**src/lfu_pkg.sv**
```systemverilog
// ----------------------------------------------------------------------------
// lfu_pkg
// Shared constants for the LFU page replacement block.
// ----------------------------------------------------------------------------
package lfu_pkg;

    localparam int MAX_FRAMES_DEF = 16;
    localparam int PAGE_BITS_DEF  = 16;

    localparam int PAGE_IN_W = 16;
    localparam int CFG_W     = 5;
    localparam int FIDX_W    = 4;
    localparam int COUNT_W   = 16;
    localparam int STAMP_W   = 32;
    localparam int FAULT_W   = 32;
    localparam int APB_AW    = 3;
    localparam int APB_DW    = 32;

    localparam logic [CFG_W-1:0]   CFG_RESET = 5'd16;
    localparam logic [COUNT_W-1:0] COUNT_MAX = {COUNT_W{1'b1}};
    localparam logic [STAMP_W-1:0] STAMP_MAX = {STAMP_W{1'b1}};
    localparam logic [FAULT_W-1:0] FAULT_MAX = {FAULT_W{1'b1}};

    localparam logic REG_FRAMES_IN_USE = 1'b0;

endpackage

```
**src/lfu_ram.sv**
```systemverilog
// ----------------------------------------------------------------------------
// lfu_ram
// Generic single-write, single-read memory with registered read data.
// ----------------------------------------------------------------------------
module lfu_ram #(
    parameter int WIDTH = 8,
    parameter int DEPTH = 16,
    localparam int AW   = (DEPTH > 1) ? $clog2(DEPTH) : 1
) (
    input  logic             i_clk,
    input  logic             i_we,
    input  logic [AW-1:0]    i_waddr,
    input  logic [WIDTH-1:0] i_wdata,
    input  logic [AW-1:0]    i_raddr,
    output logic [WIDTH-1:0] o_rdata
);

    logic [WIDTH-1:0] r_mem [DEPTH];

    always_ff @(posedge i_clk) begin
        if (i_we) begin
            r_mem[i_waddr] <= i_wdata;
        end
        o_rdata <= r_mem[i_raddr];
    end

endmodule

```
**src/lfu_page_replacement.sv**
```systemverilog
// ----------------------------------------------------------------------------
// lfu_page_replacement
// LFU page replacement with least-recently-used tie break.
// ----------------------------------------------------------------------------
// Usage:
//   Input channel: i_valid / o_stall carry one page reference per transaction.
//   Output channel: o_valid / i_stall carry hit, frame index and the running
//   fault count, one result transaction per reference.
//   APB port: register frames_in_use at byte address 0; the user must write
//   it only while the block is idle, and the block does not enforce this.
//   Frame data (page, use count, stamp) lives in one memory, one entry per
//   frame, read one entry a cycle; valid bits are flip-flops.
//   A reference is scanned over the N active frames through the frame
//   memory's single read port, then written back; no new reference is
//   accepted until its write-back is done (o_stall is high while busy).
//   Reset: all frames invalid, counters zero, frames_in_use = 16. No clearing
//   pass is needed.
//   Stall: a result waits in the output register; the next reference is
//   accepted and scanned meanwhile, and its write-back holds until the
//   output register is free.
// ----------------------------------------------------------------------------
module lfu_page_replacement #(
    parameter int MAX_FRAMES = lfu_pkg::MAX_FRAMES_DEF,
    parameter int PAGE_BITS  = lfu_pkg::PAGE_BITS_DEF
) (
    input  logic                         i_clk,
    input  logic                         i_rst_n,
    input  logic                         i_valid,
    output logic                         o_stall,
    input  logic [lfu_pkg::PAGE_IN_W-1:0] i_page_number,
    output logic                         o_valid,
    input  logic                         i_stall,
    output logic                         o_hit,
    output logic [lfu_pkg::FIDX_W-1:0]   o_frame_index,
    output logic [lfu_pkg::FAULT_W-1:0]  o_fault_count,
    input  logic                         psel,
    input  logic                         penable,
    input  logic                         pwrite,
    input  logic [lfu_pkg::APB_AW-1:0]   paddr,
    input  logic [lfu_pkg::APB_DW-1:0]   pwdata,
    output logic [lfu_pkg::APB_DW-1:0]   prdata,
    output logic                         pready
);

    localparam int IW   = (MAX_FRAMES > 1) ? $clog2(MAX_FRAMES) : 1;
    localparam int CW   = $clog2(MAX_FRAMES + 1);
    localparam int CNTW = lfu_pkg::COUNT_W;
    localparam int STW  = lfu_pkg::STAMP_W;
    localparam int FIW  = lfu_pkg::FIDX_W;
    localparam int CFW  = lfu_pkg::CFG_W;
    localparam int EW   = PAGE_BITS + CNTW + STW;

    localparam logic [1:0] S_IDLE  = 2'd0;
    localparam logic [1:0] S_SCAN  = 2'd1;
    localparam logic [1:0] S_WRITE = 2'd2;

    logic [1:0]                  r_state;
    logic [CFW-1:0]              r_cfg;
    logic [MAX_FRAMES-1:0]       r_fvalid;
    logic [STW-1:0]              r_seq;
    logic [lfu_pkg::FAULT_W-1:0] r_faults;
    logic [PAGE_BITS-1:0]        r_page;
    logic [CW-1:0]               r_idx;
    logic                        r_cvalid;
    logic [IW-1:0]               r_cidx;
    logic                        r_hit;
    logic [IW-1:0]               r_hslot;
    logic [CNTW-1:0]             r_hcnt;
    logic                        r_efound;
    logic [IW-1:0]               r_eslot;
    logic [IW-1:0]               r_bslot;
    logic [CNTW-1:0]             r_bcnt;
    logic [STW-1:0]              r_bstamp;

    logic [CW-1:0]               w_n;
    logic                        w_cfg_we;
    logic                        w_accept;
    logic                        w_wb;
    logic [IW-1:0]               w_slot;
    logic [CNTW-1:0]             w_cnt;
    logic [lfu_pkg::FAULT_W-1:0] n_faults;
    logic [EW-1:0]               w_wdata;
    logic [EW-1:0]               w_rdata;
    logic [PAGE_BITS-1:0]        w_rd_page;
    logic [CNTW-1:0]             w_rd_cnt;
    logic [STW-1:0]              w_rd_stamp;

    assign pready   = 1'b1;
    assign w_cfg_we = psel && penable && pwrite && pready
                      && (paddr[2] == lfu_pkg::REG_FRAMES_IN_USE);
    assign prdata   = (paddr[2] == lfu_pkg::REG_FRAMES_IN_USE)
                      ? lfu_pkg::APB_DW'(r_cfg) : '0;

    always_comb begin
        if (r_cfg == '0) begin
            w_n = CW'(1);
        end else if (32'(r_cfg) > 32'(MAX_FRAMES)) begin
            w_n = CW'(MAX_FRAMES);
        end else begin
            w_n = CW'(r_cfg);
        end
    end

    assign o_stall  = (r_state != S_IDLE);
    assign w_accept = i_valid && !o_stall;
    assign w_wb     = (r_state == S_WRITE) && (!o_valid || !i_stall);

    assign {w_rd_page, w_rd_cnt, w_rd_stamp} = w_rdata;

    always_comb begin
        if (r_hit) begin
            w_slot = r_hslot;
            w_cnt  = (r_hcnt == lfu_pkg::COUNT_MAX) ? r_hcnt : r_hcnt + CNTW'(1);
        end else begin
            w_slot = r_efound ? r_eslot : r_bslot;
            w_cnt  = '0;
        end
        n_faults = r_faults;
        if (!r_hit && (r_faults != lfu_pkg::FAULT_MAX)) begin
            n_faults = r_faults + lfu_pkg::FAULT_W'(1);
        end
    end

    assign w_wdata = {r_page, w_cnt, r_seq};

    lfu_ram #(
        .WIDTH (EW),
        .DEPTH (MAX_FRAMES)
    ) u_frames (
        .i_clk   (i_clk),
        .i_we    (w_wb),
        .i_waddr (w_slot),
        .i_wdata (w_wdata),
        .i_raddr (r_idx[IW-1:0]),
        .o_rdata (w_rdata)
    );

    always_ff @(posedge i_clk) begin
        if (!i_rst_n) begin
            r_state  <= S_IDLE;
            r_cfg    <= lfu_pkg::CFG_RESET;
            r_fvalid <= '0;
            r_seq    <= '0;
            r_faults <= '0;
            r_cvalid <= 1'b0;
            o_valid  <= 1'b0;
        end else begin
            if (w_cfg_we) begin
                r_cfg <= pwdata[CFW-1:0];
            end
            if (w_wb) begin
                o_valid <= 1'b1;
            end else if (o_valid && !i_stall) begin
                o_valid <= 1'b0;
            end
            case (r_state)
                S_IDLE: begin
                    r_cvalid <= 1'b0;
                    if (w_accept) begin
                        r_state <= S_SCAN;
                    end
                end
                S_SCAN: begin
                    r_cvalid <= (r_idx < w_n);
                    if ((r_idx == w_n) && r_cvalid) begin
                        r_state <= S_WRITE;
                    end
                end
                S_WRITE: begin
                    r_cvalid <= 1'b0;
                    if (w_wb) begin
                        r_fvalid[w_slot] <= 1'b1;
                        r_faults         <= n_faults;
                        if (r_seq != lfu_pkg::STAMP_MAX) begin
                            r_seq <= r_seq + STW'(1);
                        end
                        r_state <= S_IDLE;
                    end
                end
                default: begin
                    r_state <= S_IDLE;
                end
            endcase
        end
    end

    always_ff @(posedge i_clk) begin
        if (w_accept) begin
            r_page   <= PAGE_BITS'(i_page_number);
            r_idx    <= '0;
            r_hit    <= 1'b0;
            r_efound <= 1'b0;
        end else if (r_state == S_SCAN) begin
            if (r_idx < w_n) begin
                r_idx <= r_idx + CW'(1);
            end
            r_cidx <= r_idx[IW-1:0];
            if (r_cvalid) begin
                if (r_fvalid[r_cidx] && (w_rd_page == r_page) && !r_hit) begin
                    r_hit   <= 1'b1;
                    r_hslot <= r_cidx;
                    r_hcnt  <= w_rd_cnt;
                end
                if (!r_fvalid[r_cidx] && !r_efound) begin
                    r_efound <= 1'b1;
                    r_eslot  <= r_cidx;
                end
                if ((r_cidx == '0) || (w_rd_cnt < r_bcnt)
                    || ((w_rd_cnt == r_bcnt) && (w_rd_stamp < r_bstamp))) begin
                    r_bslot  <= r_cidx;
                    r_bcnt   <= w_rd_cnt;
                    r_bstamp <= w_rd_stamp;
                end
            end
        end
    end

    always_ff @(posedge i_clk) begin
        if (w_wb) begin
            o_hit         <= r_hit;
            o_frame_index <= FIW'(w_slot);
            o_fault_count <= n_faults;
        end
    end

endmodule

```
**config.mk**
```make
export PLATFORM = sky130hd
export DESIGN_NAME = lfu_page_replacement
export DESIGN_NICKNAME = d
export VERILOG_FILES = /design/src/lfu_pkg.sv /design/src/lfu_ram.sv /design/src/lfu_page_replacement.sv
export SDC_FILE = /design/constraint.sdc
export NUM_CORES = 1
export LEC_CHECK = 0
export BUFFER_PORTS_ARGS = -buffer_cell sky130_fd_sc_hd__buf_4
export CORE_UTILIZATION = 35
export CTS_CLUSTER_DIAMETER = 200
export DETAILED_ROUTE_END_ITERATION = 16
export MAX_ROUTING_LAYER = met4
export PLACE_DENSITY = 0.5
export SETUP_SLACK_MARGIN = 0.2
export SYNTH_ARGS = -nofsm -noshare
export SYNTH_HDL_FRONTEND = slang
export SYNTH_SLANG_ARGS = --single-unit
```
**constraint.sdc**
```tcl
create_clock -name i_clk -period 12 [get_ports i_clk]
set_input_delay 0.6 -clock i_clk [delete_from_list [all_inputs] [get_ports i_clk]]
set_output_delay 0.6 -clock i_clk [all_outputs]
set_load 0.01 [all_outputs]
```
# Word level (Yosys, flattened, before mapping)
# Memory sizes are Yosys's and may differ from the RTL's. A register that Yosys moved wholly into a read port is not among the register bits.
# Cells that the tools add are included.
# W data, S select, Z words.
# word_totals
output_inout_bits,72
ramBits,1024
n_memories,1
regBits,229
in_bits,58
wordCells,107
# classes
bitwise,3
mux,21
addsub,4
n_eq_ne,11
magnitude_cmp,7
reduce_logical,39
# mem_list
name,depth,word_bits,rd,rd_clocked_by_memory_dff,wr,line_no,text
u_frames.r_mem,16,64,1,1,1,lfu_ram.sv:18,logic [WIDTH-1:0] r_mem [DEPTH];
# op_table
operator,n
$add A32 B1 Y32 const B,2
$ne A32 B32 Y1 const B,2
$eq A16 B16 Y1,2
$lt A32 B32 Y1,1
$mux W16,2
$mux W32,1
$add A16 B1 Y16 const B,1
$eq A16 B16 Y1 const B,1
$lt A16 B16 Y1,1
$or A16 B16 Y16,1
$mux W5,3
$logic_and A1 B1 Y1,13
$reduce_and A3 Y1,4
$reduce_and A4 Y1,3
$lt A4 B5 Y1 const B,2
$mux W4,2
$logic_not A1 Y1,6
$mux W1,6
$mux W2,3
$pmux W2 S3,1
$reduce_and A2 Y1,3
$reduce_bool A2 Y1,3
$add A5 B1 Y5 const B,1
$eq A5 B5 Y1,1
other kinds (16),20

# Depth between registers and ports, before layout
# depth
depth_word,7
mapped_depth,11
depth_no_buf,10

# Hierarchy
# A second synthesis with hierarchy kept.
# hier_totals
hier_cells,2706
hier_area_um2,50764.9
# by_module_without_submodules
mod,n_inst,area_per_inst_um2,seq_area_each_um2,cells_each
lfu_ram,1,39581.7,32030.7,1647
lfu_page_replacement,1,11183.2,5915.7,1059

# Least setup slack after synthesis
# Ideal clock, no wire load.
# synth_timing
kind,register -> register
from,register r_bstamp[1]
to,"register r_bcnt[0], enable pin"
t_arrival_ns,5.265
slack_ns,6.195
required_ns,11.461
setup_time_ns,0.539
stages_incl_launch_ff,8
n_path_buf,0
period_less_slack_ns,5.805
cell_sequence,edfxtp_1 -> inv_1 -> ha_1 -> a2111oi_0 -> nor4_1 -> a221oi_1 -> a21oi_1 -> o31ai_1
# synth_between
elab_chain_cells,4
# synth_rtl
element,line_no,text
from (decl),lfu_page_replacement.sv:73,logic [STW-1:0] r_bstamp;
from (signal assigned),lfu_page_replacement.sv:212,r_bstamp <= w_rd_stamp;
$lt A32 B32 Y1,lfu_page_replacement.sv:209,|| ((w_rd_cnt == r_bcnt) && (w_rd_stamp < r_bstamp))) begin
$logic_and A1 B1 Y1,lfu_page_replacement.sv:209,
$logic_or A1 B1 Y1,lfu_page_replacement.sv:209,
$reduce_and A4 Y1 (no source line),--,
to (signal assigned),lfu_page_replacement.sv:211,r_bcnt <= w_rd_cnt;
to (decl),lfu_page_replacement.sv:72,logic [CNTW-1:0] r_bcnt;
# No other way between the ends.
# A chain may end at the register's enable or synchronous reset.

# Worst setup path in the final report
# layout_timing
from,register r_hit
to,"memory u_frames.r_mem[7][5] (netlist bit), enable pin"
# layout_between
elab_chain_cells,1
# layout_rtl
element,line_no,text
from (decl),lfu_page_replacement.sv:66,logic r_hit;
from (signal assigned),lfu_page_replacement.sv:191,r_hit <= 1'b0;
from (signal assigned),lfu_page_replacement.sv:200,r_hit <= 1'b1;
$mux W4,lfu_page_replacement.sv:111,if (r_hit) begin
via u_frames.i_waddr[3],lfu_ram.sv:12,"input logic [AW-1:0] i_waddr,"
to (decl),lfu_ram.sv:18,
# The timed path passes the listed nets, and every way through them passes these cells.

==> results.yml <==
power:
  power_density_nw_per_um2: 174
  leakage_nw: 19.0
  seqPwrFrac: 0.502
  swShare: 0.222
  p_int_mw: 7.92
  ir_worst_vdd_uv: 128
  power_switching_mw: 2.26
  p_comb_frac: 0.081
  pwr-share-clk: 0.416
clock_tree:
  post_cts_buffers: 0
  h-tree-depth: 4
  cts_buffers: 139
  root_buffer: "clkbuf_16"
  clkSlewWorstSetupHoldPaths_ns: 0.06
  cts_tree: "yes"
  cts-resized-gates: 0
  clk_latency_ns: 0.77
  clk_path_buf_depth: 3
  clock_sinks: 1317
synth:
  synth_edf_count: 1157
  synth-simple-area-share: 0.0424
  ys_ff_latch: 1317
  synth_cell_types: 61
  syn_avg_cell_area_um2: 20.3
  synthesis.area_um2: 50800
  postSynth.asyncResetShare: 0
  synthTopCellsByArea: "edfxtp_1 68%, mux4_2 14%, dfxtp_1 6.3%, ha_1 1.4%, xor2_1 0.91%"
  syn_inst: 2499
  synth_largest_area_cell: "edfxtp_1"
  synth_flop_cell: "edfxtp_1"
  ys_seq_area_frac: 0.747
  synth_compound_area_frac: 0.0153
  ys_warn_count: 0
  muxShareOfSynthArea: 0.147
  synth_top_family_by_area: "multiplexers"
  synth_fa_ha_area_frac: 0.0138
  yosysTopAreaCellShare: 0.684
  synth_xor_area_frac: 0.0178
sta:
  tightest_slew_ns: 1.15
  setup_ws_ns: 7.84
  maxSlewViolCount: 0
  tns_ns: 0
  hold_viol: 0
  period_minus_slack_ns: 4.16
  fmax_ghz: 0.240
  fin_worst_skew_ns: 0.0317
  slew-limit-headroom: 0.230
  final-setup-viol-count: 0
  layout_worst_path_cycle_share: 0.347
  rsz0062_at_grt: "false"
global_route:
  grt_pass1_vias: 25400
  grt_pass1_wl_um: 170000
  grt_overflow: 0
  grt_max_degree: 105
  antenna_found_initial: 3
  grt.total_usage: 0.164
floorplanning:
  die_w_um: 383
  start_util: 0.353
  rows: 139
  die_area_um2: 147000
  top_level_ports: 130
  fp.coreArea_um2: 144000
  die_y_um: 383
place:
  place_ws_ns: 7.80
  place_congestion: 0.751
  detailed_place_hpwl_um: 59300
  portBuffers: 72
  post-place-cells: 4422
detailed_routing:
  vias: 23800
  postRouteAntennaNets: 0
  drtIter0Drc: 1794
  routed_via_density: 5.07
  drc: 6
  first_pass_iters: 11
  wirelength_um: 115000
  wl_per_cell_um: 24.4
hold_path:
  worstHoldPathType: "in2reg"
outcome:
  violations: "design-rule violations"
  status: "complete, but fails checks"
layout:
  area.growth.synth_to_final_pct: 15.0
  antennaDiodeCount: 0
  drive_above_1_share: 0.244
  fill_cells: 12600
  final_common_cell: "edfxtp_1"
  stdcell_count: 4697
  regArea_um2: 38000
  layout_common_cells: "1157 x edfxtp_1, 325 x mux4_2, 156 x dfxtp_1"
  multiInputGateArea_um2: 12200
  fin_nets: 2790
setup_path:
  worstSetupPathType: "reg2reg"
  endpoint_kind: "flop"
  crit_required_ns: 12.36
  worstPathMaxFanout: 44
  critPathArrivalTime_ns: 4.52
  startpoint_type: "flop"
run:
  drv_cap: 0
## per-stage QoR
step | power (mW) | util | hold slack (ns) | area [um2]
detailed placement | 6.06 | 0.373 | 0.423 | 53700
finish | 10.2 | 0.406 | 0.0976 | 58400
floorplan | 5.84 | - | 0.400 | 50900
CTS | 10.3 | 0.406 | 0.0290 | 58400
global placement | 6.05 | 0.373 | 0.416 | 53700
global route | 10.5 | 0.406 | 0.0698 | 58400
## area by class of cell
| type | count | share of cell area |
|---|---|---|
| flip-flops and latches | 1317 | 0.650 |
| multi-input cells | 1021 | 0.209 |
| clock buffers | 192 | 0.0663 |
| well taps | 1903 | 0.0408 |
| repair buffers | 135 | 0.0183 |
| clock inverters | 67 | 0.0114 |
| inverters | 62 | 0.00399 |
## flip-flops by register name, summed over array words and instances, names as in the netlist, 5 cells and up
| register | flops |
|---|---|
| u_frames.r_mem | 1024 |
| u_frames.o_rdata | 64 |
| o_fault_count | 32 |
| r_bstamp | 32 |
| r_faults | 32 |
| r_seq | 32 |
| r_bcnt | 16 |
| r_fvalid | 16 |
| r_hcnt | 16 |
| r_page | 16 |
| r_cfg | 5 |
| r_idx | 5 |
## synth_stat cells, types with 2 or more instances
| cell type | n |
|---|---|
| or2_2 | 3 |
| conb_1 | 2 |
| nand4b_4 | 3 |
| o211ai_1 | 8 |
| xor2_1 | 53 |
| or3_1 | 16 |
| a21boi_1 | 4 |
| a21boi_0 | 14 |
| nand2_1 | 71 |
| xnor2_1 | 50 |
| nor3_1 | 14 |
| clkbuf_1 | 60 |
| dfxtp_1 | 160 |
| nor4_1 | 9 |
| o31ai_1 | 9 |
| nor2b_1 | 13 |
| and3_1 | 17 |
| or4_1 | 2 |
| ha_1 | 56 |
| nand4b_1 | 2 |
| buf_4 | 28 |
| a221oi_1 | 2 |
| nor4_2 | 3 |
| mux4_2 | 325 |
| a21o_1 | 4 |
| nand2b_1 | 14 |
| inv_1 | 60 |
| a21oi_1 | 21 |
| mux2i_1 | 12 |
| o21ai_0 | 24 |
| nor2_1 | 63 |
| a31oi_1 | 4 |
| and4_1 | 15 |
| nand4_1 | 42 |
| edfxtp_1 | 1157 |
| o21a_1 | 19 |
| and2_1 | 44 |
| buf_2 | 28 |
| buf_1 | 9 |
| nand3_1 | 38 |
## layer usage
metal,share of wire,track usage
met2,0.50,0.264
met5,0,-
met3,0.042,0.0261
met4,0.022,0.0490
met1,0.44,0.214
## critical path, cell delays in order (launching register included)
cell	delay (ns)
dfxtp_1	0.85
o21ai_0	0.49
nand2b_1	0.45
nor2_4	0.96
buf_4	0.97
## final timing paths
path	cells past startpoint	end	start	slack (ns)
worst max-delay path	4	u_frames.r_mem[7][5]	r_hit	7.84
worst min register to register	0	r_bstamp[25]	u_frames.o_rdata[25]	0.44
worst min-delay path	3	r_cfg[4]	pwdata[4]	0.1
worst max register to register	4	u_frames.r_mem[7][5]	r_hit	7.84
## power groups by stage
stage	combinational, mW	clock [mW]	sequential (mW)
global route	0.898	4.52	5.12
detailed placement	0.845	0	5.21
CTS	0.852	4.35	5.12
floorplan	0.689	0	5.15
global placement	0.840	0	5.21
finish	0.825	4.24	5.11
## kinds of logic after synthesis
logic type | Yosys count
XOR/XNOR | 103
multiplexers | 337
other | 2
AO/OA/AOI/OAI | 117
adder cells (fa/ha/maj) | 56
AND/OR/NAND/NOR | 380
flip-flops | 1317
buffers and inverters | 187
## what timing repair did
item | CTS | global route
setup endpoints to repair | 0 | 0
hold endpoints to repair | 16 | 0
hold buffers | 16 | 0
Power figures use the tool's default switching activity.
